### src/rtl/core/ufwpc_pkg.sv
`timescale 1ns / 1ps
// ----------------------------------------------------------------------------
// ufwpc_pkg: shared types and constants for the disjoint-set engine
// Field widths, request codes and the command and status bundles that
// pass between the controller and the datapath.
// ----------------------------------------------------------------------------
package ufwpc_pkg;

  // Fixed field widths
  localparam int ELEM_W      = 10;
  localparam int SIZE_W      = 11;
  localparam int SET_COUNT_W = 11;
  localparam int MAX_DEPTH   = 1024;

  // Request codes
  typedef enum logic {
    REQ_FIND  = 1'b0,
    REQ_UNION = 1'b1
  } req_type_e;

  // Controller to datapath
  typedef struct packed {
    logic clr;             // write reset values at the clear index
    logic ld_req;          // capture a new request
    logic sel;             // 0: work on elem_p / root_p, 1: elem_q / root_q
    logic walk_start;      // cur <= elem, read parent[elem]
    logic root_from_elem;  // out-of-range element is its own root
    logic walk_next;       // cur <= parent, read parent[parent]
    logic root_from_cur;   // root found: root <= cur, cur <= elem
    logic comp_read;       // read parent[cur]
    logic comp_write;      // parent[cur] <= root, cur <= old parent
    logic size_rd_a;       // read size[root_p]
    logic size_rd_b;       // read size[root_q], keep size[root_p]
    logic link;            // hang smaller root under larger one
    logic ld_out;          // load the result register
  } ufwpc_cmd_t;

  // Datapath to controller
  typedef struct packed {
    logic clr_last;
    logic elem_in_range;
    logic rd_is_self;
    logic cur_at_root;
    logic rd_at_root;
    logic is_union;
    logic can_merge;
  } ufwpc_status_t;

endpackage

### src/rtl/core/ufwpc_ctrl.sv
`timescale 1ns / 1ps
// ----------------------------------------------------------------------------
// ufwpc_ctrl: disjoint-set controller
// Sequences the clear sweep, the root walks, path compression, the size
// compare and link, and owns both handshake flags.
// ----------------------------------------------------------------------------
module ufwpc_ctrl
  import ufwpc_pkg::*;
(
  input  logic          clk_i,
  input  logic          rst_ni,
  input  logic          in_valid_i,
  output logic          in_ready_o,
  output logic          out_valid_o,
  input  logic          out_ready_i,
  output ufwpc_cmd_t    cmd_o,
  input  ufwpc_status_t status_i
);

  typedef enum logic [10:0] {
    S_CLEAR = 11'b000_0000_0001,
    S_IDLE  = 11'b000_0000_0010,
    S_START = 11'b000_0000_0100,
    S_FCHK  = 11'b000_0000_1000,
    S_CCHK  = 11'b000_0001_0000,
    S_CWR   = 11'b000_0010_0000,
    S_SZP   = 11'b000_0100_0000,
    S_SZQ   = 11'b000_1000_0000,
    S_LINK  = 11'b001_0000_0000,
    S_DONE  = 11'b010_0000_0000,
    S_SPARE = 11'b100_0000_0000
  } state_e;

  state_e state_q, state_d;
  logic   sel_q, sel_d;
  logic   out_valid_q, out_valid_d;
  logic   to_q_walk;
  state_e after_walk;

  // Where to go when one element's walk and compression are finished
  assign to_q_walk  = !sel_q && status_i.is_union;
  assign after_walk = to_q_walk ? S_START :
                      (status_i.is_union && status_i.can_merge) ? S_SZP : S_DONE;

  always_comb begin
    state_d = state_q;
    sel_d   = sel_q;
    cmd_o   = '0;
    cmd_o.sel = sel_q;
    case (state_q)
      S_CLEAR: begin
        cmd_o.clr = 1'b1;
        if (status_i.clr_last) begin
          state_d = S_IDLE;
        end
      end
      S_IDLE: begin
        if (in_valid_i) begin
          cmd_o.ld_req = 1'b1;
          sel_d        = 1'b0;
          state_d      = S_START;
        end
      end
      S_START: begin
        if (status_i.elem_in_range) begin
          cmd_o.walk_start = 1'b1;
          state_d          = S_FCHK;
        end else begin
          cmd_o.root_from_elem = 1'b1;
          state_d              = after_walk;
          sel_d                = sel_q | to_q_walk;
        end
      end
      S_FCHK: begin
        if (status_i.rd_is_self) begin
          cmd_o.root_from_cur = 1'b1;
          state_d             = S_CCHK;
        end else begin
          cmd_o.walk_next = 1'b1;
        end
      end
      S_CCHK: begin
        if (status_i.cur_at_root) begin
          state_d = after_walk;
          sel_d   = sel_q | to_q_walk;
        end else begin
          cmd_o.comp_read = 1'b1;
          state_d         = S_CWR;
        end
      end
      S_CWR: begin
        cmd_o.comp_write = 1'b1;
        if (status_i.rd_at_root) begin
          state_d = after_walk;
          sel_d   = sel_q | to_q_walk;
        end
      end
      S_SZP: begin
        cmd_o.size_rd_a = 1'b1;
        state_d         = S_SZQ;
      end
      S_SZQ: begin
        cmd_o.size_rd_b = 1'b1;
        state_d         = S_LINK;
      end
      S_LINK: begin
        cmd_o.link = 1'b1;
        state_d    = S_DONE;
      end
      S_DONE: begin
        if (!out_valid_q || out_ready_i) begin
          cmd_o.ld_out = 1'b1;
          state_d      = S_IDLE;
        end
      end
      default: begin
        state_d = S_IDLE;
      end
    endcase
  end

  // Result flag: set on load, cleared when the transaction completes
  always_comb begin
    out_valid_d = out_valid_q;
    if (cmd_o.ld_out) begin
      out_valid_d = 1'b1;
    end else if (out_ready_i) begin
      out_valid_d = 1'b0;
    end
  end

  always_ff @(posedge clk_i or negedge rst_ni) begin
    if (!rst_ni) begin
      state_q     <= S_CLEAR;
      sel_q       <= 1'b0;
      out_valid_q <= 1'b0;
    end else begin
      state_q     <= state_d;
      sel_q       <= sel_d;
      out_valid_q <= out_valid_d;
    end
  end

  assign in_ready_o  = state_q == S_IDLE;
  assign out_valid_o = out_valid_q;

  // Every accepted request starts with the walk of elem_p
  a_accept_start: assert property (@(posedge clk_i) disable iff (!rst_ni)
    (in_valid_i && in_ready_o) |=> (state_q == S_START) && !sel_q)
    else $error("request not started on elem_p");

  // Link only follows both size reads
  a_link_order: assert property (@(posedge clk_i) disable iff (!rst_ni)
    (state_q == S_LINK) |-> $past(state_q) == S_SZQ)
    else $error("link without size reads");

  // A pending result is never overwritten
  a_no_overwrite: assert property (@(posedge clk_i) disable iff (!rst_ni)
    (out_valid_q && !out_ready_i) |=> !$past(cmd_o.ld_out))
    else $error("result register overwritten");

endmodule

### config.mk
export PLATFORM = sky130hd
export DESIGN_NAME = ufwpc_ctrl
export DESIGN_NICKNAME = d
export VERILOG_FILES = /design/src/rtl/core/ufwpc_pkg.sv /design/src/rtl/core/ufwpc_ctrl.sv
export SDC_FILE = /design/constraint.sdc
export NUM_CORES = 1
export LEC_CHECK = 0
export BUFFER_PORTS_ARGS = -buffer_cell sky130_fd_sc_hd__buf_2
export CAP_MARGIN = 10
export CORE_UTILIZATION = 41
export CTS_CLUSTER_SIZE = 25
export DETAILED_ROUTE_END_ITERATION = 16
export PLACE_DENSITY = 0.69
export SLEW_MARGIN = 10
export SYNTH_ARGS = -nofsm -noshare
export SYNTH_HDL_FRONTEND = slang
export SYNTH_SLANG_ARGS = --single-unit
export TNS_END_PERCENT = 30
### constraint.sdc
create_clock -name clk_i -period 1.9 [get_ports clk_i]
set_clock_uncertainty 0.15 [all_clocks]
set_input_delay 0.095 -clock clk_i [delete_from_list [all_inputs] [get_ports clk_i]]
set_output_delay 0.095 -clock clk_i [all_outputs]
set_load 0.01 [all_outputs]
# Word level (Yosys, flattened, before mapping)
# Cells that the tools add are included.
totals:
  input_bits: 11
  elab_cells: 64
  regBits: 13
  output_inout_bits: 15
classes:
  n_mux: 34
  reduce_logical: 9
  n_bitwise: 1
  eq_ne: 17
ops:
  columns: ["op", "n"]
  rows:
  - ["$pmux 11 s10", 1]
  - ["$mux 11", 5]
  - ["$mux 10", 4]
  - ["$mux 1", 21]
  - ["$ne 2x2->1 const B", 7]
  - ["$eq 11x1->1 const B", 1]
  - ["$eq 11x10->1 const B", 1]
  - ["$eq 11x2->1 const B", 1]
  - ["$eq 11x3->1 const B", 1]
  - ["$eq 11x4->1 const B", 1]
  - ["$eq 11x5->1 const B", 1]
  - ["$eq 11x6->1 const B", 1]
  - ["$eq 11x7->1 const B", 1]
  - ["$eq 11x8->1 const B", 1]
  - ["$eq 11x9->1 const B", 1]
  - ["$reduce_and 5->1", 2]
  - ["$mux 2", 2]
  - ["$pmux 1 s4", 1]
  - ["$reduce_bool 4->1", 1]
  - ["$logic_and 1x1->1", 2]
  - ["$logic_not 1->1", 2]
  - ["$reduce_bool 2->1", 1]
  - ["$logic_or 1x1->1", 1]
  - ["$or 1x1->1", 1]

# Logic depth before layout (Yosys ltp)
# Gate-level depths: netlist of run 1.
logic_depth:
  ltp_word: 5
  mapped_depth: 6
  ltp_nobuf: 5

# Worst setup path before layout of run 1
# Ideal clock, no wire load.
synth_timing:
  kind: "register -> register"
  startpoint: "register state_q[5]"
  endpoint: "register state_q[6]"
  setup_ns: 0.080
  required_ns: 1.670
  setup_slack_ns: -0.092
  synth_period_minus_slack_ns: 1.992
  t_arrival_ns: 1.762
  path_stages_with_launch: 6
  cell_sequence: "dfrtp_1 -> nor4_4 -> nand3_2 -> nor4b_1 -> o2111ai_1 -> nor3_2"
synth_via:
  elab_chain_len: 3
  elab_cells_between_ends: 17
  cone_classes: "15 x eq/ne; 1 x mux; 1 x reduce/logical"
synth_rtl:
  columns: ["item", "line_no", "rtl"]
  rows:
  - ["start, declared", "ufwpc_ctrl.sv:34", "state_e state_q, state_d;"]
  - ["start signal, assigned", "ufwpc_ctrl.sv:138", "state_q <= state_d;"]
  - ["$eq 11x10->1, or another cell as far along", "ufwpc_ctrl.sv:50", "case (state_q)"]
  - ["$ne 2x2->1 (no line)", null, null]
  - ["$reduce_and 5->1 (no line)", null, null]
# Several ways; a longest one is shown, not always the timed one.
# A chain may end at the register's enable or synchronous reset.

==> impl_metrics.env, run 1 <==
export IMPL_status="complete, but fails checks"
export IMPL_violations="setup timing"
export IMPL_rows=15
export IMPL_critPathMaxFanout=4
export IMPL_hp_class="in -> reg"
export IMPL_crit_arrival_ns=1.90
export IMPL_ctsRootBufferMaster="clkbuf_4"
export IMPL_io_buffers=25
export IMPL_track_usage_pct=25.20
export IMPL_avgSynthCellArea_um2=9.162
export IMPL_fmax_mhz=466.9
export IMPL_cts_buffer_depth=2
export IMPL_yosysSeqAreaShare_pct=36.57
export IMPL_cts_tree="done"
export IMPL_drive_gt1_share_pct=50.74
export IMPL_ys_warn_count=0
export IMPL_peakVddDrop_mv=0.6979
export IMPL_netlist_area_um2=824.5
export IMPL_slew_violations=0
export IMPL_route_detailed_drc=0
export IMPL_relSlewSlack_pct=63.72
export IMPL_worstSetupStartpointType="flop"
export IMPL_total_power_mw=1.309
export IMPL_fin_cells=161
export IMPL_n_antenna_cell=0
export IMPL_routed_wl_mm=2.492
export IMPL_synth_edf_count=0
export IMPL_regArea_um2=301.5
export IMPL_dieArea_um2=2194
export IMPL_tightest_slew_ns=0.5393
export IMPL_hpwlAfterDp_mm=1.648
export IMPL_required_ns=1.65
export IMPL_core_um2=1802
export IMPL_final_core_util_pct=70.63
export IMPL_leakagePower_nw=0.6327
export IMPL_synth_mux_area_share_pct=0
export IMPL_synthArstFlopShare_pct=100.0
export IMPL_synth_seq_cells=12
export IMPL_dpl_cell_count=146
export IMPL_grt_pass1_vias=852
export IMPL_syn_to_final_growth_pct=54.32
export IMPL_max_stage_delay_ns=0.51
export IMPL_crit_path_end_kind="output pin"
export IMPL_rsz0062_at_grt="yes"
export IMPL_powerDensity_nw_per_um2=1029
export IMPL_worstSetupPathType="reg -> out"
export IMPL_nFillCells=155
export IMPL_start_util_pct=45.76
export IMPL_grt_max_degree=13
export IMPL_multi_input_area_um2=549.3
export IMPL_slowest_stage="or4b_4"
export IMPL_cts_made_buffers=3
export IMPL_final_area_um2=1272
export IMPL_reg2reg_slack_ns=-0.20
export IMPL_synth_top_family_by_area="simple AND/OR/NAND/NOR gates"
export IMPL_yosys_area_share_simple_pct=39.76
export IMPL_numClockSinks=12
export IMPL_htreeDepth=1
export IMPL_routabilityCongestion=0.8437
export IMPL_antenna_found_initial=0
export IMPL_synth_nets=101
export IMPL_synth_fa_ha_area_share_pct=0
export IMPL_die_w_um=46.85
export IMPL_postRouteAntennaNets=0
export IMPL_crit_chain="nor4_4 -> nand3_2 -> or4b_4 -> inv_2 -> buf_6"
export IMPL_finalHoldViolations=0
export IMPL_drv_cap=0
export IMPL_num_io_pins=26
export IMPL_drt_pass1_iter_count=4
export IMPL_place_area_um2=1037
export IMPL_drt_initial_drc_count=15
export IMPL_clk_pin_slew_worst_paths_ns=0.08
export IMPL_viasPerCell=5.478
export IMPL_synthFlopType="dfrtp_1"
export IMPL_routed_via_count=882
export IMPL_grt_pass1_wl_mm=3.788
export IMPL_ys_types=39
export IMPL_post_drt_wl_per_cell_um=15.48
export IMPL_clk_latency_ns=0.28
export IMPL_synth_xor_xnor_area_share_pct=1.062
export IMPL_setup_viol=14
export IMPL_pre_cts_slack_ns=-0.06730
export IMPL_syn_instance_count=90
export IMPL_cp_buffers_inverters=2
export IMPL_layout_setup_ws_ns=-0.2419
export IMPL_die_h_um=46.85
export IMPL_nets=148
export IMPL_min_period_ns=2.142
export IMPL_period_share_pct=112.7
export IMPL_grt_remaining_overflow=0
export IMPL_synth_compound_area_share_pct=15.02
export IMPL_crit_family="simple AND/OR/NAND/NOR gates"
final timing paths:
check	depth (start not counted)	end	start
min in group asynchronous	2	state_q[4]	rst_ni
max in group asynchronous	2	state_q[0]	rst_ni
min	4	state_q[5]	status_i[3]
min reg2reg	2	out_valid_o	out_valid_o
max reg2reg	6	state_q[9]	state_q[5]
max	5	cmd_o[7]	state_q[5]
power breakdown:
group	switching [mW]	internal (mW)	total (mW)
sequential	0.0492	0.290	0.339
combinational	0.394	0.364	0.759
clock	0.0945	0.117	0.211
total	0.538	0.771	1.31
synthesized netlist by cell type (2+ instances only):
cell	n	share of area (%)
nor2_1	7	3.2
buf_2	2	1.2
dfrtp_1	11	33
nor3_1	5	3.0
nand3_1	2	1.2
o21ai_0	4	2.4
nand2_1	4	1.8
nor3b_1	4	3.6
nor4b_1	3	3.2
and2_1	2	1.5
nor4_1	3	2.3
buf_4	3	2.7
inv_1	8	3.6
o22ai_1	4	3.0
nand2b_1	4	3.0
metal layers:
metal | vias up | global-route usage (%) | part of all wire, %
li1 | 421 | - | -
met1 | 425 | 30.02 | 42
met2 | 28 | 41.39 | 51
met3 | 8 | 8.077 | 4.5
met4 | 0 | 11.43 | 2.3
met5 | - | 0 | 0
registers in the layout, indices dropped and copies added, names as in the netlist:
signal / cells
sel_q: 1
state_q: 10
out_valid_o: 1
timing repair:
item                                    4_1_cts  5_1_grt
endpoints found under the setup margin       16       21
pin swaps                                     8        9
hold buffers                                  6        1
setup buffers                                 5        0
gates resized for setup                      14        7
endpoints found under the hold margin        17        1
tightest hold or removal path: stages:
cell and delay [ns]:
buf_2 0.10, o22ai_1 0.08, nand3_1 0.11, inv_1 0.04
layout by cell type, fill, tap and decap left out, drive strengths merged, types with 2 or more instances in the layout:
master       instances
nand3                3
and2                 2
nor3b                4
dfrtp               11
nand2                5
buf                 40
nor3                 6
nor4b                3
nor4                 5
nor2                 8
o21ai                4
dlygate4sd3          7
inv                  8
nand2b               4
clkbuf               4
o22ai                4
through the flow:
step / TNS, ns / hold WS, ns
6_report: -1.955 / 0.02885
2_1_floorplan: -0.1254 / -0.3506
3_3_place_gp: -0.001622 / -0.1602
5_1_grt: -3.860 / 0.04826
4_1_cts: -2.551 / 0.001173
3_5_place_dp: -0.2000 / -0.1544
kinds of logic (layout without fill, tap and decap cells):
family | count (synthesis) | count (layout)
AOI/OAI and AO/OA | 15 | 15
xor gates and xnor gates | 1 | 1
and+or+nand+nor | 49 | 49
DFF | 12 | 12
buffers and inverters | 13 | 59
layout make-up:
class	count	area share, %
Multi-Input combinational cell	65	43.17
Timing Repair Buffer	47	25.47
Sequential cell	12	23.70
Clock buffer	4	2.852
Tap cell	25	2.458
Inverter	8	2.360
Note: power is estimated with default switching activity, not from simulation.
==> inputs of run 2 (changes only) <==
- PLACE_DENSITY: 0.69 -> not set
- PLACE_DENSITY_LB_ADDON: not set -> 0.08
==> run 2 against run 1 <==
  * Largest cell class unchanged
  * Critical path type unchanged
  * Sequential share of layout area is 0.052 points higher
  * Critical endpoint unchanged
  * First-iteration DRC count is 20% higher
  * Non-clock buffer count is 1 higher
  * The flow still finishes with violations (setup timing)
==> impl_metrics.env, run 2 (synthesized netlist as in run 1, its figures left out) <==
export IMPL_drive_gt1_share_pct=51.09
export IMPL_r2r_cells=6
export IMPL_period_share_pct=116.9
export IMPL_routabilityCongestion=0.8318
export IMPL_core_um2=1802
export IMPL_status="complete, but fails checks"
export IMPL_whs_ns=0.04145
export IMPL_cts_buffer_depth=2
export IMPL_hold_start="status_i[2]"
export IMPL_crit_arrival_ns=1.98
export IMPL_hp_class="in -> reg"
export IMPL_setup_tns_ns=-2.697
export IMPL_drt_initial_drc_count=18
export IMPL_syn_to_final_growth_pct=54.63
export IMPL_largest_reg_flops=10
export IMPL_num_io_pins=26
export IMPL_top_register="state_q"
export IMPL_critPathMaxFanout=4
export IMPL_grt_max_degree=13
export IMPL_leakagePower_nw=0.6352
export IMPL_powerDensity_nw_per_um2=1019
export IMPL_r2r_start="state_q[9]"
export IMPL_reg2reg_to="state_q[9]"
export IMPL_slew_violations=0
export IMPL_crit_path_end_kind="output pin"
export IMPL_postRouteAntennaNets=0
export IMPL_total_power_mw=1.299
export IMPL_crit_family="simple AND/OR/NAND/NOR gates"
export IMPL_crit_chain="nor4_4 -> nand3_2 -> or4b_4 -> inv_2 -> buf_6"
export IMPL_numClockSinks=12
export IMPL_drv_cap=0
export IMPL_peakVddDrop_mv=0.5847
export IMPL_n_antenna_cell=0
export IMPL_die_w_um=46.85
export IMPL_mostFrequentLayoutCells="22 x buf_2, 15 x buf_4, 10 x dfrtp_1, 7 x nor2_1, 7 x dlygate4sd3_1"
export IMPL_setup_viol=15
export IMPL_io_buffers=25
export IMPL_grt_remaining_overflow=0
export IMPL_cts_made_buffers=3
export IMPL_pre_cts_slack_ns=-0.05572
export IMPL_clk_pin_slew_worst_paths_ns=0.09
export IMPL_viasPerCell=5.574
export IMPL_relSlewSlack_pct=60.63
export IMPL_rows=15
export IMPL_holdPathEnd="state_q[5]"
export IMPL_max_stage_delay_ns=0.56
export IMPL_routed_wl_mm=2.384
export IMPL_post_drt_wl_per_cell_um=14.72
export IMPL_routed_via_count=903
export IMPL_clk_latency_ns=0.29
export IMPL_final_area_um2=1275
export IMPL_final_common_cell="buf_2"
export IMPL_dpl_cell_count=147
export IMPL_layout_setup_ws_ns=-0.3204
export IMPL_nFillCells=144
export IMPL_required_ns=1.65
export IMPL_final_core_util_pct=70.76
export IMPL_worstSetupPathType="reg -> out"
export IMPL_reg2reg_slack_ns=-0.29
export IMPL_die_h_um=46.85
export IMPL_rsz0062_at_grt="yes"
export IMPL_fmax_mhz=450.4
export IMPL_hpwlAfterDp_mm=1.707
export IMPL_nets=149
export IMPL_cp_buffers_inverters=2
export IMPL_drt_pass1_iter_count=4
export IMPL_worstSetupStartpointType="flop"
export IMPL_track_usage_pct=23.59
export IMPL_grt_pass1_wl_mm=3.525
export IMPL_start_util_pct=45.76
export IMPL_place_area_um2=1045
export IMPL_grt_pass1_vias=801
export IMPL_finalHoldViolations=0
export IMPL_dieArea_um2=2194
export IMPL_ctsRootBufferMaster="clkbuf_4"
export IMPL_min_period_ns=2.220
export IMPL_htreeDepth=1
export IMPL_route_detailed_drc=0
export IMPL_fin_cells=162
export IMPL_tightest_slew_ns=0.5851
export IMPL_violations="setup timing"
export IMPL_slowest_stage="or4b_4"
export IMPL_min_delay_path_depth=4
export IMPL_cts_tree="done"
export IMPL_antenna_found_initial=0
run 2: layout make-up:
class	count	area, um2	area share, %
inverter	8	30.03	2.355
timing repair buffer	48	337.8	26.50
clock buffer	4	36.28	2.846
multi-input combinational	65	536.8	42.10
tap	25	31.28	2.453
sequential	12	302.8	23.75
run 2: worst max path at each step:
stage	cells after the start	slack, ns	end	start
6_report	5	-0.32	cmd_o[7]	state_q[9]
5_1_grt	5	-0.34	cmd_o[7]	state_q[9]
4_1_cts	5	-0.26	cmd_o[7]	state_q[5]
3_5_place_dp	5	-0.06	state_q[1]	state_q[5]
3_3_place_gp	5	-0.003	state_q[1]	state_q[5]
2_1_floorplan	5	-0.05	state_q[1]	state_q[5]
run 2: routing by layer:
layer / vias to the layer above / share of wire [%] / track usage [%]
met5: - / 0 / 0
met4: 0 / 2.1 / 12.57
met3: 6 / 4.9 / 5.000
met2: 30 / 49 / 37.50
met1: 441 / 44 / 29.91
li1: 426 / - / -
run 2: repair_timing:
action | CTS | global route
pin swaps | 4 | 7
resized for setup | 14 | 8
hold endpoints to repair | 19 | 0
hold buffers | 7 | 0
setup endpoints to repair | 15 | 18
setup buffers | 3 | 2
gates cloned | 0 | 0
run 2: power breakdown:
group	leakage, nW	total [mW]	internal, mW	switching, mW
Clock	0.0210	0.217	0.117	0.100
Sequential	0.158	0.331	0.290	0.0405
Combinational	0.456	0.751	0.359	0.392
run 2: tightest hold or removal path, stage by stage:
cell and delay [ns]:
buf_2 0.12, o22ai_1 0.07, nand3_1 0.11, inv_1 0.05
==> inputs of run 3 (changes only) <==
- SETUP_SLACK_MARGIN: not set -> 0.1
==> run 3 against run 2 <==
  * The flow still finishes with violations (setup timing)
  * Highest routed layer unchanged
  * Count of clock-buffer cells in the layout stayed put
  * Cell area fell by 0.49%
  * Final cell count stayed put
  * Maximum frequency unchanged
  * Worst hold slack lost 0.00058 ns
  * Global-route usage rose by 0.079 points
  * Register-to-register slack is essentially flat
  * Critical endpoint unchanged
  * Die area unchanged
==> impl_metrics.env, run 3 (synthesized netlist as in run 1, its figures left out) <==
export IMPL_status="complete, but fails checks"
export IMPL_violations="setup timing"
export IMPL_start_util_pct=45.76
export IMPL_final_core_util_pct=70.42
export IMPL_slew_violations=0
export IMPL_mostFrequentLayoutCells="23 x buf_2, 15 x buf_4, 10 x dfrtp_1"
export IMPL_drt_pass1_iter_count=4
export IMPL_min_delay_path_depth=4
export IMPL_cp_buffers_inverters=2
export IMPL_reg2reg_slack_ns=-0.29
export IMPL_hold_start="status_i[2]"
export IMPL_drt_initial_drc_count=18
export IMPL_syn_to_final_growth_pct=53.87
export IMPL_min_period_ns=2.220
export IMPL_worstSetupPathType="reg -> out"
export IMPL_cts_made_buffers=3
export IMPL_rows=15
export IMPL_r2r_cells=6
export IMPL_required_ns=1.65
export IMPL_routed_wl_mm=2.385
export IMPL_die_h_um=46.85
export IMPL_worstSetupStartpointType="flop"
export IMPL_clk_latency_ns=0.29
export IMPL_rsz0062_at_grt="yes"
export IMPL_layout_setup_ws_ns=-0.3204
export IMPL_io_buffers=25
export IMPL_grt_pass1_wl_mm=3.532
export IMPL_reg2reg_to="state_q[9]"
export IMPL_fmax_mhz=450.4
export IMPL_hp_class="in -> reg"
export IMPL_hpwlAfterDp_mm=1.707
export IMPL_grt_max_degree=13
export IMPL_max_stage_delay_ns=0.56
export IMPL_n_antenna_cell=0
export IMPL_antenna_found_initial=0
export IMPL_top_register="state_q"
export IMPL_die_w_um=46.85
export IMPL_numClockSinks=12
export IMPL_clk_pin_slew_worst_paths_ns=0.09
export IMPL_route_detailed_drc=0
export IMPL_pwr_share_comb_pct=57.7
export IMPL_r2r_start="state_q[9]"
export IMPL_tightest_slew_ns=0.5851
export IMPL_p_clk_share_pct=16.7
export IMPL_largest_reg_flops=10
export IMPL_crit_family="simple AND/OR/NAND/NOR gates"
export IMPL_power_switching_mw=0.5323
export IMPL_crit_chain="nor4_4 -> nand3_2 -> or4b_4 -> inv_2 -> buf_6"
export IMPL_nets=149
export IMPL_critPathMaxFanout=4
export IMPL_finalHoldViolations=0
export IMPL_whs_ns=0.04087
export IMPL_period_share_pct=116.9
export IMPL_peakVddDrop_mv=0.5847
export IMPL_postRouteAntennaNets=0
export IMPL_leakagePower_nw=0.6364
export IMPL_cts_tree="done"
export IMPL_crit_path_end_kind="output pin"
export IMPL_core_um2=1802
export IMPL_htreeDepth=1
export IMPL_power_frac_seq_pct=25.5
export IMPL_final_common_cell="buf_2"
export IMPL_num_io_pins=26
export IMPL_routabilityCongestion=0.8318
export IMPL_final_area_um2=1269
export IMPL_setup_viol=15
export IMPL_routed_via_count=898
export IMPL_crit_arrival_ns=1.98
export IMPL_grt_remaining_overflow=0
export IMPL_grt_pass1_vias=808
export IMPL_dieArea_um2=2194
export IMPL_cts_buffer_depth=2
export IMPL_holdPathEnd="state_q[5]"
export IMPL_relSlewSlack_pct=60.63
export IMPL_drv_cap=0
export IMPL_internal_power_mw=0.7630
export IMPL_drive_gt1_share_pct=50.36
export IMPL_slowest_stage="or4b_4"
export IMPL_post_drt_wl_per_cell_um=14.72
export IMPL_ctsRootBufferMaster="clkbuf_4"
export IMPL_viasPerCell=5.543
export IMPL_nFillCells=144
export IMPL_powerDensity_nw_per_um2=1021
export IMPL_place_area_um2=1045
export IMPL_switching_share_pct=41.09
export IMPL_track_usage_pct=23.67
run 3: timing repair:
item	CTS	global route
buffers inserted	3	2
hold buffers	7	0
pin swaps	5	7
hold endpoints to repair	19	0
setup endpoints to repair	18	19
resized for setup	15	5
run 3: metal layers:
layer	wire length [um]	part of all wire (%)	track usage, %
met1	1058	44	29.67
met2	1159	49	38.06
met3	117	4.9	5.000
met4	51	2.1	12.57
met5	0	0	0
run 3: area by class of cell:
class	count	area [um2]	area share [%]
clock buffers	4	36.28	2.860
multi-input cells	65	536.8	42.31
well taps	25	31.28	2.465
flip-flops and latches	12	302.8	23.87
inverters	8	30.03	2.367
repair buffers	48	331.6	26.13
run 3: how the worst max path moves through the flow:
stage                    start         end  slack [ns]  cells past startpoint
floorplan           state_q[5]  state_q[1]       -0.05                      5
global placement    state_q[5]  state_q[1]      -0.003                      5
detailed placement  state_q[5]  state_q[1]       -0.06                      5
CTS                 state_q[5]    cmd_o[7]       -0.26                      5
global route        state_q[9]    cmd_o[7]       -0.34                      5
finish              state_q[9]    cmd_o[7]       -0.32                      5
run 3: worst reg2reg max path: cells and delay by family (launching register included):
kind,cells,cell delay [ns]
buf+inv,1,0.16
flops,1,0.44
compound gates,2,0.23
simple gates,3,1.08
run 3: power by group through the flow:
stage,registers [mW],logic (mW),clock network [mW]
2_1_floorplan,0.333,0.360,0
3_3_place_gp,0.331,0.549,0
3_5_place_dp,0.332,0.560,0
4_1_cts,0.329,0.699,0.214
5_1_grt,0.335,0.794,0.229
6_report,0.330,0.748,0.217
run 3: per-stage QoR:
stage | cells | power, mW | setup slack (ns) | TNS (ns)
detailed placement | 147 | 0.8921 | -0.05572 | -0.1844
floorplan | 90 | 0.6932 | -0.05468 | -0.1254
finish | 162 | 1.295 | -0.3204 | -2.716
global route | 162 | 1.359 | -0.3447 | -3.527
CTS | 160 | 1.242 | -0.2608 | -1.213
global placement | 147 | 0.8799 | -0.002936 | -0.002936
